`src/rtl/dwpb_pkg.sv`:
```
// Shared types, constants and register codes of the differential wheel PI balancer.
`default_nettype none

package dwpb_pkg;

  // Default widths of the stored positions and of the error integrator.
  localparam int POSITION_BITS_DEF   = 16;
  localparam int INTEGRATOR_BITS_DEF = 24;

  // Gains and the PWM period are 16-bit multipliers worked one bit per step.
  localparam int GAIN_BITS = 16;
  localparam int CNT_W     = $clog2(GAIN_BITS);

  // Register file geometry.
  localparam int PADDR_W = 5;
  localparam int PDATA_W = 32;
  localparam int REG_W   = 3;

  // Configuration reset values.
  localparam logic        [15:0] PROP_GAIN_RST   = 16'd0;
  localparam logic        [15:0] INTEG_GAIN_RST  = 16'd0;
  localparam logic signed [23:0] INTEG_UPPER_RST = 24'sh7FFFFF;
  localparam logic signed [23:0] INTEG_LOWER_RST = 24'sh800000;
  localparam logic        [15:0] DUTY_UPPER_RST  = 16'hFFFF;
  localparam logic        [15:0] DUTY_LOWER_RST  = 16'h0000;
  localparam logic        [15:0] PWM_PERIOD_RST  = 16'd1199;

  typedef enum logic [REG_W-1:0] {
    REG_PROP_GAIN   = 3'd0,
    REG_INTEG_GAIN  = 3'd1,
    REG_INTEG_UPPER = 3'd2,
    REG_INTEG_LOWER = 3'd3,
    REG_DUTY_UPPER  = 3'd4,
    REG_DUTY_LOWER  = 3'd5,
    REG_PWM_PERIOD  = 3'd6
  } reg_idx_t;

  typedef enum logic [2:0] {
    ST_IDLE,
    ST_INTEG,
    ST_CORR,
    ST_DUTY,
    ST_PWM,
    ST_DONE
  } state_t;

  typedef struct packed {
    logic signed [15:0] left_position;
    logic signed [15:0] right_position;
    logic        [15:0] left_ref_in;
    logic        [15:0] right_ref_in;
  } in_item_t;

  typedef struct packed {
    logic [15:0] left_ref_out;
    logic [15:0] right_ref_out;
    logic [15:0] left_compare;
    logic [15:0] right_compare;
  } out_item_t;

  typedef struct packed {
    logic        [15:0] prop_gain;
    logic        [15:0] integ_gain;
    logic signed [23:0] integ_upper;
    logic signed [23:0] integ_lower;
    logic        [15:0] duty_upper;
    logic        [15:0] duty_lower;
    logic        [15:0] pwm_period;
  } cfg_t;

  typedef struct packed {
    logic             ready;
    logic             integ_en;
    logic             acc_clr;
    logic             corr_step;
    logic             duty_en;
    logic             pwm_step;
    logic             out_load;
    logic [CNT_W-1:0] bit_idx;
  } ctrl_t;

endpackage

`default_nettype wire

```
`src/rtl/differential_wheel_pi_balancer.sv`:
```
// Top level of the differential wheel PI balancer: datapath, state and channel registers.
//
//   channel  direction  handshake           payload
//   in       input      in_valid/in_stall   dwpb_pkg::in_item_t
//   out      output     out_valid/out_stall dwpb_pkg::out_item_t
//   cfg      input      psel/penable/pready dwpb_pkg::cfg_t via paddr/pwdata/prdata
//
// A new item is taken only once the sequencer is back in idle, after the last result has
// been loaded into the output register. Each item passes through the shared shift-add
// unit: 16 steps for the two gain products and 16 steps for both PWM products.
// Reset clears the stored positions and the integrator and restores the register defaults.
// A result waits in the output register; if it is still stalled when the next one is
// ready, the sequencer holds in its last phase until the transfer out completes.
`default_nettype none

module differential_wheel_pi_balancer #(
  parameter int POSITION_BITS   = dwpb_pkg::POSITION_BITS_DEF,
  parameter int INTEGRATOR_BITS = dwpb_pkg::INTEGRATOR_BITS_DEF
) (
  input  wire logic                         clk,
  input  wire logic                         rst,
  input  wire logic                         in_valid,
  output logic                              in_stall,
  input  wire dwpb_pkg::in_item_t           in_data,
  output logic                              out_valid,
  input  wire logic                         out_stall,
  output dwpb_pkg::out_item_t               out_data,
  input  wire logic                         psel,
  input  wire logic                         penable,
  input  wire logic                         pwrite,
  input  wire logic [dwpb_pkg::PADDR_W-1:0] paddr,
  input  wire logic [dwpb_pkg::PDATA_W-1:0] pwdata,
  output logic      [dwpb_pkg::PDATA_W-1:0] prdata,
  output logic                              pready
);

  localparam int PX    = (POSITION_BITS > 16) ? POSITION_BITS : 16;
  localparam int EW    = POSITION_BITS + 1;
  localparam int SM1   = (INTEGRATOR_BITS > EW) ? INTEGRATOR_BITS : EW;
  localparam int SW    = ((SM1 > 24) ? SM1 : 24) + 1;
  localparam int CW    = SM1 + 18;
  localparam int ACC_W = (CW > 64) ? CW : 64;
  localparam int DW    = ACC_W + 1;

  localparam logic signed [SW-1:0] IMAX = SW'((64'sd1 <<< (INTEGRATOR_BITS - 1)) - 64'sd1);
  localparam logic signed [SW-1:0] IMIN = -IMAX - SW'(1);

  dwpb_pkg::cfg_t  cfg;
  dwpb_pkg::ctrl_t ctrl;

  logic                              in_accept;
  logic                              out_free;

  logic        [POSITION_BITS-1:0]   prev_left_position;
  logic        [POSITION_BITS-1:0]   prev_right_position;
  logic signed [INTEGRATOR_BITS-1:0] error_integral;
  logic signed [EW-1:0]              err;
  logic        [15:0]                lref_q;
  logic        [15:0]                rref_q;
  logic        [15:0]                lout_q;
  logic        [15:0]                rout_q;
  logic        [ACC_W-1:0]           acc;

  logic signed [PX-1:0]              lpos_x;
  logic signed [PX-1:0]              rpos_x;
  logic        [POSITION_BITS-1:0]   lpos;
  logic        [POSITION_BITS-1:0]   rpos;
  logic        [POSITION_BITS-1:0]   dl;
  logic        [POSITION_BITS-1:0]   dr;
  logic signed [EW-1:0]              err_next;

  logic signed [SW-1:0]              integ_sum;
  logic signed [SW-1:0]              integ_hi;
  logic signed [SW-1:0]              integ_lo;
  logic signed [SW-1:0]              integ_c1;
  logic signed [SW-1:0]              integ_c2;
  logic signed [SW-1:0]              integ_c3;

  logic        [ACC_W-1:0]           op_a;
  logic        [ACC_W-1:0]           op_b;
  logic                              sel_a;
  logic                              sel_b;
  logic        [ACC_W-1:0]           step_sum;

  logic signed [ACC_W-1:0]           corr;
  logic signed [DW-1:0]              corr_w;
  logic signed [DW-1:0]              duty_hi;
  logic signed [DW-1:0]              duty_lo;
  logic signed [DW-1:0]              lnew;
  logic signed [DW-1:0]              rnew;
  logic signed [DW-1:0]              lc1;
  logic signed [DW-1:0]              rc1;
  logic signed [DW-1:0]              lc2;
  logic signed [DW-1:0]              rc2;

  dwpb_cfg_regs u_cfg (
    .clk     (clk),
    .rst     (rst),
    .psel    (psel),
    .penable (penable),
    .pwrite  (pwrite),
    .paddr   (paddr),
    .pwdata  (pwdata),
    .prdata  (prdata),
    .pready  (pready),
    .cfg     (cfg)
  );

  dwpb_seq u_seq (
    .clk       (clk),
    .rst       (rst),
    .in_accept (in_accept),
    .out_free  (out_free),
    .ctrl      (ctrl)
  );

  dwpb_step_unit #(
    .ACC_W (ACC_W)
  ) u_step (
    .acc   (acc),
    .op_a  (op_a),
    .op_b  (op_b),
    .sel_a (sel_a),
    .sel_b (sel_b),
    .sum   (step_sum)
  );

  assign in_stall  = !ctrl.ready;
  assign in_accept = in_valid && !in_stall;
  assign out_free  = !out_valid || !out_stall;

  // Positions are sign-extended from 16 bits, then wrapped to the stored width.
  assign lpos_x   = PX'(in_data.left_position);
  assign rpos_x   = PX'(in_data.right_position);
  assign lpos     = lpos_x[POSITION_BITS-1:0];
  assign rpos     = rpos_x[POSITION_BITS-1:0];
  assign dl       = lpos - prev_left_position;
  assign dr       = rpos - prev_right_position;
  assign err_next = $signed({dl[POSITION_BITS-1], dl}) - $signed({dr[POSITION_BITS-1], dr});

  // Upper clamp first, then lower, then the integrator's own range.
  assign integ_sum = SW'(error_integral) + SW'(err);
  assign integ_hi  = SW'(cfg.integ_upper);
  assign integ_lo  = SW'(cfg.integ_lower);
  assign integ_c1  = (integ_sum > integ_hi) ? integ_hi : integ_sum;
  assign integ_c2  = (integ_c1 < integ_lo) ? integ_lo : integ_c1;
  assign integ_c3  = (integ_c2 > IMAX) ? IMAX : ((integ_c2 < IMIN) ? IMIN : integ_c2);

  // The correction phase runs both gain products at once; the PWM phase packs the right
  // reference 32 bits above the left one so that one product yields both compare values.
  always_comb begin
    if (ctrl.pwm_step) begin
      op_a  = ACC_W'({rout_q, 16'd0, lout_q});
      op_b  = '0;
      sel_a = cfg.pwm_period[ctrl.bit_idx];
      sel_b = 1'b0;
    end else begin
      op_a  = ACC_W'(err);
      op_b  = ACC_W'(error_integral);
      sel_a = cfg.prop_gain[ctrl.bit_idx];
      sel_b = cfg.integ_gain[ctrl.bit_idx];
    end
  end

  assign corr    = $signed(acc) >>> 8;
  assign corr_w  = DW'(corr);
  assign duty_hi = DW'($signed({1'b0, cfg.duty_upper}));
  assign duty_lo = DW'($signed({1'b0, cfg.duty_lower}));
  assign lnew    = DW'($signed({1'b0, lref_q})) - corr_w;
  assign rnew    = DW'($signed({1'b0, rref_q})) + corr_w;
  assign lc1     = (lnew > duty_hi) ? duty_hi : lnew;
  assign rc1     = (rnew > duty_hi) ? duty_hi : rnew;
  assign lc2     = (lc1 < duty_lo) ? duty_lo : lc1;
  assign rc2     = (rc1 < duty_lo) ? duty_lo : rc1;

  always_ff @(posedge clk) begin
    if (rst) begin
      prev_left_position  <= '0;
      prev_right_position <= '0;
      error_integral      <= '0;
      out_valid           <= 1'b0;
    end else begin
      if (in_accept) begin
        prev_left_position  <= lpos;
        prev_right_position <= rpos;
      end
      if (ctrl.integ_en) begin
        error_integral <= integ_c3[INTEGRATOR_BITS-1:0];
      end
      if (ctrl.out_load) begin
        out_valid <= 1'b1;
      end else if (out_valid && !out_stall) begin
        out_valid <= 1'b0;
      end
    end
  end

  always_ff @(posedge clk) begin
    if (in_accept) begin
      err    <= err_next;
      lref_q <= in_data.left_ref_in;
      rref_q <= in_data.right_ref_in;
    end
    if (ctrl.acc_clr) begin
      acc <= '0;
    end else if (ctrl.corr_step || ctrl.pwm_step) begin
      acc <= step_sum;
    end
    if (ctrl.duty_en) begin
      lout_q <= lc2[15:0];
      rout_q <= rc2[15:0];
    end
    if (ctrl.out_load) begin
      out_data.left_ref_out  <= lout_q;
      out_data.right_ref_out <= rout_q;
      out_data.left_compare  <= acc[31:16];
      out_data.right_compare <= acc[63:48];
    end
  end

  a_busy_after_take: assert property (@(posedge clk) disable iff (rst)
    in_accept |=> in_stall)
    else $error("block took a new item while one is still in work");

  a_no_overwrite: assert property (@(posedge clk) disable iff (rst)
    (out_valid && out_stall) |-> !ctrl.out_load)
    else $error("stalled result overwritten");

  a_load_sets_valid: assert property (@(posedge clk) disable iff (rst)
    ctrl.out_load |=> out_valid)
    else $error("result loaded without valid");

  a_duty_in_range: assert property (@(posedge clk) disable iff (rst)
    (ctrl.duty_en && cfg.duty_lower <= cfg.duty_upper) |=>
      (lout_q >= $past(cfg.duty_lower) && lout_q <= $past(cfg.duty_upper) &&
       rout_q >= $past(cfg.duty_lower) && rout_q <= $past(cfg.duty_upper)))
    else $error("clamped duty outside its limits");

endmodule

`default_nettype wire

```
`src/rtl/dwpb_cfg_regs.sv`:
```
// Configuration register file with an APB-style write and read port.
`default_nettype none

module dwpb_cfg_regs (
  input  wire logic                         clk,
  input  wire logic                         rst,
  input  wire logic                         psel,
  input  wire logic                         penable,
  input  wire logic                         pwrite,
  input  wire logic [dwpb_pkg::PADDR_W-1:0] paddr,
  input  wire logic [dwpb_pkg::PDATA_W-1:0] pwdata,
  output logic      [dwpb_pkg::PDATA_W-1:0] prdata,
  output logic                              pready,
  output dwpb_pkg::cfg_t                    cfg
);

  dwpb_pkg::reg_idx_t idx;
  logic               wr_en;

  assign idx    = dwpb_pkg::reg_idx_t'(paddr[dwpb_pkg::PADDR_W-1:2]);
  assign pready = 1'b1;
  assign wr_en  = psel && penable && pwrite;

  always_ff @(posedge clk) begin
    if (rst) begin
      cfg.prop_gain   <= dwpb_pkg::PROP_GAIN_RST;
      cfg.integ_gain  <= dwpb_pkg::INTEG_GAIN_RST;
      cfg.integ_upper <= dwpb_pkg::INTEG_UPPER_RST;
      cfg.integ_lower <= dwpb_pkg::INTEG_LOWER_RST;
      cfg.duty_upper  <= dwpb_pkg::DUTY_UPPER_RST;
      cfg.duty_lower  <= dwpb_pkg::DUTY_LOWER_RST;
      cfg.pwm_period  <= dwpb_pkg::PWM_PERIOD_RST;
    end else if (wr_en) begin
      case (idx)
        dwpb_pkg::REG_PROP_GAIN:   cfg.prop_gain   <= pwdata[15:0];
        dwpb_pkg::REG_INTEG_GAIN:  cfg.integ_gain  <= pwdata[15:0];
        dwpb_pkg::REG_INTEG_UPPER: cfg.integ_upper <= pwdata[23:0];
        dwpb_pkg::REG_INTEG_LOWER: cfg.integ_lower <= pwdata[23:0];
        dwpb_pkg::REG_DUTY_UPPER:  cfg.duty_upper  <= pwdata[15:0];
        dwpb_pkg::REG_DUTY_LOWER:  cfg.duty_lower  <= pwdata[15:0];
        dwpb_pkg::REG_PWM_PERIOD:  cfg.pwm_period  <= pwdata[15:0];
        default: begin
        end
      endcase
    end
  end

  always_comb begin
    case (idx)
      dwpb_pkg::REG_PROP_GAIN:   prdata = {16'd0, cfg.prop_gain};
      dwpb_pkg::REG_INTEG_GAIN:  prdata = {16'd0, cfg.integ_gain};
      dwpb_pkg::REG_INTEG_UPPER: prdata = {{8{cfg.integ_upper[23]}}, cfg.integ_upper};
      dwpb_pkg::REG_INTEG_LOWER: prdata = {{8{cfg.integ_lower[23]}}, cfg.integ_lower};
      dwpb_pkg::REG_DUTY_UPPER:  prdata = {16'd0, cfg.duty_upper};
      dwpb_pkg::REG_DUTY_LOWER:  prdata = {16'd0, cfg.duty_lower};
      dwpb_pkg::REG_PWM_PERIOD:  prdata = {16'd0, cfg.pwm_period};
      default:                   prdata = '0;
    endcase
  end

endmodule

`default_nettype wire

```
`src/rtl/dwpb_step_unit.sv`:
```
// Shared shift-add step: doubles the accumulator and adds the selected multiplicands.
`default_nettype none

module dwpb_step_unit #(
  parameter int ACC_W = 64
) (
  input  wire logic [ACC_W-1:0] acc,
  input  wire logic [ACC_W-1:0] op_a,
  input  wire logic [ACC_W-1:0] op_b,
  input  wire logic             sel_a,
  input  wire logic             sel_b,
  output logic      [ACC_W-1:0] sum
);

  logic [ACC_W-1:0] add_a;
  logic [ACC_W-1:0] add_b;

  assign add_a = sel_a ? op_a : '0;
  assign add_b = sel_b ? op_b : '0;
  assign sum   = {acc[ACC_W-2:0], 1'b0} + add_a + add_b;

endmodule

`default_nettype wire

```
`src/rtl/dwpb_seq.sv`:
```
// Sequencer that steps one item through the integrator, correction, duty and PWM phases.
`default_nettype none

module dwpb_seq (
  input  wire logic            clk,
  input  wire logic            rst,
  input  wire logic            in_accept,
  input  wire logic            out_free,
  output dwpb_pkg::ctrl_t      ctrl
);

  dwpb_pkg::state_t               state;
  dwpb_pkg::state_t               state_next;
  logic [dwpb_pkg::CNT_W-1:0]     count;
  logic                           count_zero;

  assign count_zero = (count == '0);

  always_ff @(posedge clk) begin
    if (rst) begin
      state <= dwpb_pkg::ST_IDLE;
      count <= dwpb_pkg::CNT_W'(dwpb_pkg::GAIN_BITS - 1);
    end else begin
      state <= state_next;
      if (state == dwpb_pkg::ST_CORR || state == dwpb_pkg::ST_PWM) begin
        count <= count - 1'b1;
      end else begin
        count <= dwpb_pkg::CNT_W'(dwpb_pkg::GAIN_BITS - 1);
      end
    end
  end

  always_comb begin
    state_next = state;
    case (state)
      dwpb_pkg::ST_IDLE: begin
        if (in_accept) state_next = dwpb_pkg::ST_INTEG;
      end
      dwpb_pkg::ST_INTEG: state_next = dwpb_pkg::ST_CORR;
      dwpb_pkg::ST_CORR: begin
        if (count_zero) state_next = dwpb_pkg::ST_DUTY;
      end
      dwpb_pkg::ST_DUTY: state_next = dwpb_pkg::ST_PWM;
      dwpb_pkg::ST_PWM: begin
        if (count_zero) state_next = dwpb_pkg::ST_DONE;
      end
      dwpb_pkg::ST_DONE: begin
        if (out_free) state_next = dwpb_pkg::ST_IDLE;
      end
      default: state_next = dwpb_pkg::ST_IDLE;
    endcase
  end

  always_comb begin
    ctrl         = '0;
    ctrl.bit_idx = count;
    case (state)
      dwpb_pkg::ST_IDLE:  ctrl.ready = 1'b1;
      dwpb_pkg::ST_INTEG: begin
        ctrl.integ_en = 1'b1;
        ctrl.acc_clr  = 1'b1;
      end
      dwpb_pkg::ST_CORR:  ctrl.corr_step = 1'b1;
      dwpb_pkg::ST_DUTY: begin
        ctrl.duty_en = 1'b1;
        ctrl.acc_clr = 1'b1;
      end
      dwpb_pkg::ST_PWM:   ctrl.pwm_step = 1'b1;
      dwpb_pkg::ST_DONE:  ctrl.out_load = out_free;
      default: begin
      end
    endcase
  end

endmodule

`default_nettype wire
```
`config.mk`:
```
export PLATFORM = sky130hd
export DESIGN_NAME = differential_wheel_pi_balancer
export DESIGN_NICKNAME = d
export VERILOG_FILES = /design/src/rtl/dwpb_pkg.sv /design/src/rtl/differential_wheel_pi_balancer.sv /design/src/rtl/dwpb_cfg_regs.sv /design/src/rtl/dwpb_step_unit.sv /design/src/rtl/dwpb_seq.sv
export SDC_FILE = /design/constraint.sdc
export NUM_CORES = 1
export LEC_CHECK = 0
export ABC_AREA = 0
export CAP_MARGIN = 20
export CORE_ASPECT_RATIO = 0.5
export CORE_MARGIN = 2
export CORE_UTILIZATION = 25
export CTS_BUF_LIST = sky130_fd_sc_hd__clkbuf_16
export DETAILED_ROUTE_END_ITERATION = 8
export DONT_BUFFER_PORTS = 1
export HOLD_SLACK_MARGIN = 0.12
export PLACE_DENSITY = 0.43
export SLEW_MARGIN = 25
export SYNTH_ARGS = -nofsm -noshare
export SYNTH_HDL_FRONTEND = slang
export SYNTH_HIERARCHICAL = 1
export SYNTH_SLANG_ARGS = --single-unit
```
`constraint.sdc`:
```
create_clock -name clk -period 10.24 [get_ports clk]
set_clock_uncertainty 0.1 [all_clocks]
set_input_delay 0 -clock clk [delete_from_list [all_inputs] [get_ports clk]]
set_output_delay 0 -clock clk [all_outputs]
set_load 0.01 [all_outputs]
```
==> flow_summary.toml, run 1 <==
[yosys]
synth_most_common_cell = "nand2_1"
yosysTopAreaCell = "dfxtp_1"
ys_types = 105
netlist_instances = 3892
synth_seq_area_share_pct = 28.5
synth_top_area_share_pct = 15.4
syn_avg_cell_area_um2 = 8.54
netlist_area_um2 = 33200
netlist_top_cells_count = "nand2_1 (418), a21oi_1 (338), ha_1 (277), dfxtp_1 (256), nor2_1 (253)"
synth-async-reset-ratio_pct = 0
synth_fp_nets = 4346
synth_ff_type = "dfxtp_1"
yosys_warnings = 6
synth_edf_count = 145
ys_seq_elements = 401
synthTopCellsByArea = "dfxtp_1 (15%), edfxtp_1 (13%), ha_1 (10%)"

[clock_network]
max-clock-path-buffers = 3
cts_sinks = 401
cts_tree = "yes"
cts-root-buf = "clkbuf_16"
cts_repair_resize_count = 0
clkLatencyLatePin_ns = 0.64
cts.clk_slew.worst_paths_ns = 0.07
cts_max_level = 2
cts_buffers = 49
cts_setup_buffers = 0

[cells_and_area]
area_delta_synth_final_pct = 18.7
fill_cells = 13900
multi_input_area_um2 = 22000
drive_above_1_share_pct = 8.22
finish.utilization_pct = 30.0
finalInstanceArea_um2 = 39500
final_nets = 4517
final-seq-area_um2 = 9480

[timing]
layout_setup_ws_ns = 0.971
maxSlewHeadroom_pct = 30.5
drv_slew = 0
max_freq_mhz = 108
fin_setup_tns_ns = 0
fin_crit_ns = 9.27
rsz0062_at_grt = "no"
fin_crit_sh_pct = 90.5
final-hold-violation-count = 0
setup_viol = 0
worstMarginPinSlew_ns = 1.04
holdWs_ns = 0.134

[place]
portBuffers = 0
place_ws_ns = 1.16
place_hpwl_mm = 97.1
finalWeightedCongestion = 0.953
place_area_um2 = 35100

[floorplanning]
die_area_um2 = 136000
die_height_um = 262
rows = 94
die_x_um = 520
coreArea_um2 = 132000
ios = 207
start_util_pct = 25.2

[detailed_routing]
drt-pass1-iter-count = 5
post_drt_via_cell_ratio = 5.07
drt_iter0_markers = 2338
postRouteAntennaNets = 0
wl_per_cell_um = 21.9
vias = 29800
drcViolationCount = 0
wirelength_mm = 129

[global_routing]
grt_pass1_wl_mm = 192
grt_max_degree = 230
grt_pass1_vias = 29500
antenna_found_initial = 5
grt_usage_pct = 18.4
grt_overflow_total = 0

[critical_path]
crit_slowest_cell = "a31o_1"
cp.arrival_ns = 9.54
cp_slowest_stage_delay_ns = 0.77
cp-start-kind = "register"
crit_fanout = 16
cp-end-kind = "register"
path_class = "reg2reg"
worst_ep_required_time_ns = 10.52

[power_and_ir_drop]
vdd_drop_max_v = 0.000133
p_clk_share_pct = 29.4
combPwrFrac_pct = 40.6
power_leakage_uw = 0.0162
seq_power_share_pct = 30.0
power_switching_share_pct = 37.4
power_density_nw_per_um2 = 162
intPower_uw = 4000
switching_power_uw = 2390

[hold_path]
hold_path.class = "in2out"

[run]
maxCapViolCount = 0

[run_status]
outcome = "finished, final reports clean"
## cells by family (layout without fill, tap and decap cells)
| logic type | Yosys count | count (layout) | share of synthesized area (%) |
|---|---|---|---|
| fa+ha+maj | 346 | 346 | 14.6 |
| other cells | 1 | 2 | 0.0113 |
| mux | 270 | 270 | 9.20 |
| flops | 401 | 401 | 28.5 |
| compound gates | 917 | 917 | 17.3 |
| buf+inv | 436 | 643 | 5.56 |
| simple gates | 1351 | 1351 | 20.3 |
| xor+xnor | 170 | 170 | 4.48 |
## worst paths after layout
check / startpoint / to / slack [ns] / cells after the start
worst min register to register: acc[0] / acc[0] / 0.36 / 2
worst max register to register: rref_q[1] / rout_q[3] / 0.97 / 29
worst max-delay path: rref_q[1] / rout_q[3] / 0.97 / 29
worst min-delay path: paddr[4] / prdata[3] / 0.13 / 1
## sequential cells by signal, indices dropped and copies added, names as in the netlist
name	count
prev_right_position	16
out_data	64
lout_q	16
rref_q	16
prev_left_position	16
u_cfg/cfg	128
acc	64
error_integral	24
u_seq/state	3
lref_q	16
rout_q	16
out_valid	1
err	17
u_seq/count	4
## critical path: cells and delay by family (launching register included)
| kind | cells | cell delay [ns] |
|---|---|---|
| simple gates | 8 | 1.90 |
| fa+ha+maj | 3 | 0.91 |
| buf+inv | 1 | 0.31 |
| compound gates | 15 | 4.68 |
| xor+xnor | 1 | 0.30 |
| flops | 1 | 0.43 |
| mux | 1 | 0.39 |
## power by group through the flow
| stage | registers [uW] | clock network (uW) | logic (uW) |
|---|---|---|---|
| after floorplan | 1870 | 0 | 1870 |
| after global placement | 1950 | 0 | 2450 |
| after detailed placement | 1950 | 0 | 2480 |
| after CTS | 1910 | 1940 | 2610 |
| after global routing | 1920 | 1990 | 2890 |
| final | 1910 | 1880 | 2600 |
## placed cells by master, fill, tap and decap left out, drive strengths merged, types with 69 or more instances in the layout
master / synthesis / routed
nand2: 419 / 419
a21oi: 339 / 339
ha: 277 / 277
dlygate4sd3: 0 / 266
dfxtp: 256 / 256
nor2: 255 / 255
inv: 217 / 226
o21ai: 206 / 206
mux2i: 149 / 149
edfxtp: 145 / 145
and2: 140 / 140
xnor2: 107 / 107
mux2: 106 / 106
a21o: 99 / 99
nor3: 93 / 93
nand3: 89 / 89
nand2b: 88 / 88
buf: 65 / 73
fa: 69 / 69
nor2b: 69 / 69
## metal layers
| metal | wire [um] | track usage, % |
|---|---|---|
| met2 | 58800 | 30.5 |
| met3 | 6200 | 2.19 |
| met5 | 0 | 0 |
| met1 | 59100 | 24.9 |
| met4 | 4390 | 6.32 |
## per-stage QoR
| stage | instances | power, uW |
|---|---|---|
| 2_1_floorplan | 3892 | 3740 |
| 5_1_grt | 5876 | 6810 |
| 6_report | 5876 | 6390 |
| 3_3_place_gp | 5519 | 4400 |
| 4_1_cts | 5874 | 6460 |
| 3_5_place_dp | 5520 | 4430 |
## timing repair
item                                    CTS  global route
endpoints found under the setup margin    0             0
hold endpoints to repair                256             0
hold buffers                            267             0
## cell type report
type / count / share of cell area (%)
antenna: 1 / 0.00634
clock buffer: 49 / 3.11
clock inverter: 38 / 1.15
inverter: 217 / 2.07
multi-input combinational: 3055 / 55.8
sequential: 401 / 24.0
tap: 1776 / 5.63
timing repair buffer: 339 / 8.25
(Power assumes the default switching activity.)
==> run 2: changes to the inputs <==
--- a/config.mk
+++ b/config.mk
@@ -6,15 +6,15 @@
 export NUM_CORES = 1
 export LEC_CHECK = 0
 export ABC_AREA = 0
+export BUFFER_PORTS_ARGS = -buffer_cell sky130_fd_sc_hd__buf_2
 export CAP_MARGIN = 20
 export CORE_ASPECT_RATIO = 0.5
 export CORE_MARGIN = 2
 export CORE_UTILIZATION = 25
 export CTS_BUF_LIST = sky130_fd_sc_hd__clkbuf_16
 export DETAILED_ROUTE_END_ITERATION = 8
-export DONT_BUFFER_PORTS = 1
 export HOLD_SLACK_MARGIN = 0.12
-export PLACE_DENSITY = 0.43
+export PLACE_DENSITY = 0.45
 export SLEW_MARGIN = 25
 export SYNTH_ARGS = -nofsm -noshare
 export SYNTH_HDL_FRONTEND = slang
==> run 2 against run 1 <==
Via count rose by 1.0%. Clock-buffer cell count shrank 2. Sequential share of layout area decreased by 0.31 points. Critical path depth decreased by 1. Cell area is 1.3% higher. Worst setup slack improved by 0.048 ns. Wire length shrank 0.17%. First-iteration DRC count down 2.0%. Clock power down 14%.
==> flow_summary.toml, run 2 (same netlist as run 1, synthesis figures left out) <==
[timing]
rsz0062_at_grt = "no"
drv_slew = 0
fin_setup_tns_ns = 0
layout_setup_ws_ns = 1.02
worstMarginPinSlew_ns = 1.01
setup_viol = 0
final-hold-violation-count = 0
fin_crit_sh_pct = 90.1
fin_crit_ns = 9.22
max_freq_mhz = 108
maxSlewHeadroom_pct = 32.7

[clock_network]
cts-root-buf = "clkbuf_16"
max-clock-path-buffers = 3
cts_tree = "yes"
cts_buffers = 47
cts_sinks = 401
cts.clk_slew.worst_paths_ns = 0.06
cts_max_level = 2
clkLatencyLatePin_ns = 0.63

[cells_and_area]
regMostFlops = "u_cfg/cfg"
area_delta_synth_final_pct = 20.3
final_nets = 4692
fin_cells = 6054
layout_common_cells = "nand2_1 (418), a21oi_1 (337), ha_1 (277), dfxtp_1 (255), nor2_1 (250)"
largest_reg_flops = 128
biggestRegsByFlops = "u_cfg/cfg x128, acc x64, out_data x64"
finalInstanceArea_um2 = 40000
drive_above_1_share_pct = 12.1
finish.utilization_pct = 30.3
final_common_cell = "nand2_1"

[power_and_ir_drop]
switching_power_uw = 2370
power_leakage_uw = 0.0169
seq_power_share_pct = 30.9
intPower_uw = 3800
power_density_nw_per_um2 = 154
p_clk_share_pct = 26.1
vdd_drop_max_v = 0.000120
power_switching_share_pct = 38.4
combPwrFrac_pct = 42.9

[floorplanning]
start_util_pct = 25.2
die_area_um2 = 136000
coreArea_um2 = 132000
ios = 207
die_height_um = 262
rows = 94
die_x_um = 520

[place]
finalWeightedCongestion = 0.923
dpl.cell_count = 5718
portBuffers = 195
place_ws_ns = 1.19
place_area_um2 = 36100
place_hpwl_mm = 96.7

[global_routing]
grt_pass1_vias = 29900
grt_overflow_total = 0
grt_usage_pct = 18.3
antenna_found_initial = 2
grt_max_degree = 97
grt_pass1_wl_mm = 191

[critical_path]
crit_fanout = 15
crit_slowest_cell = "o31ai_4"
cp-end-kind = "register"
worst_ep_required_time_ns = 10.50
cp-start-kind = "register"
regToRegStartpoint = "acc[9]"
path_class = "reg2reg"
critPathLaunch = "acc[9]"
cp_slowest_stage_delay_ns = 0.63
cp.arrival_ns = 9.48

[run]
maxCapViolCount = 0

[detailed_routing]
post_drt_via_cell_ratio = 4.97
drt-pass1-iter-count = 5
dr_wl_met3_mm = 5.71
postRouteAntennaNets = 0
routed.top_layer = "met4"
vias = 30100
drcViolationCount = 0
wl_per_cell_um = 21.2
wirelength_mm = 128
wirelength_met1_mm = 58.8
drt_iter0_markers = 2292
routed-wl-met2_mm = 59.9

[run_status]
outcome = "finished, final reports clean"

[hold_path]
min_from = "pwdata[21]"
hold_path.class = "in2reg"
==> run 2: metrics by stage <==
| step | total power [uW] | hold WS (ns) |
|---|---|---|
| floorplan | 3740 | -0.0309 |
| global placement | 4470 | 0.0794 |
| detailed placement | 4500 | 0.0781 |
| CTS | 6220 | 0.126 |
| global route | 6570 | 0.156 |
| finish | 6170 | 0.154 |
==> run 2: cell type report <==
| cell class | count | area, um2 |
|---|---|---|
| diodes | 2 | 5.00 |
| fillers | 14000 | 91800 |
| clock inverters | 40 | 228 |
| flip-flops and latches | 401 | 9480 |
| multi-input cells | 3055 | 22000 |
| clock buffers | 47 | 1180 |
| well taps | 1776 | 2220 |
| repair buffers | 516 | 4040 |
| inverters | 217 | 816 |
==> run 2: worst paths after layout <==
check,end,slack (ns),cells after the start
min reg2reg,out_data[17],0.34,0
max reg2reg,rout_q[1],1.02,28
min,u_cfg/cfg[93],0.15,4
max,rout_q[1],1.02,28
==> run 2: timing repair <==
action,in CTS,in global routing
endpoints found under the hold margin,208,0
hold buffers,246,0
buffers inserted,0,0
resized for setup,0,0
==> run 2: power by group through the flow <==
| stage | sequential, uW | combinational [uW] | clock [uW] |
|---|---|---|---|
| 3_5_place_dp | 1940 | 2560 | 0 |
| 6_report | 1910 | 2650 | 1610 |
| 3_3_place_gp | 1940 | 2530 | 0 |
| 4_1_cts | 1910 | 2650 | 1660 |
| 5_1_grt | 1920 | 2940 | 1720 |
| 2_1_floorplan | 1870 | 1870 | 0 |
==> run 2: metal layers <==
layer | up-vias | global-route usage (%)
li1 | 14600 | -
met1 | 14600 | 24.1
met2 | 724 | 31.2
met3 | 168 | 2.21
met4 | 0 | 5.68
met5 | - | 0
==> run 2: worst max-delay path, delay by kind of cell, from the launching register on <==
family / cells / cell delay (ns)
AOI/OAI and AO/OA: 14 / 4.07
and+or+nand+nor: 7 / 1.98
xor gates and xnor gates: 1 / 0.29
adders and majority gates: 3 / 0.91
DFF: 1 / 0.53
muxes: 2 / 0.79
buffers and inverters: 1 / 0.28
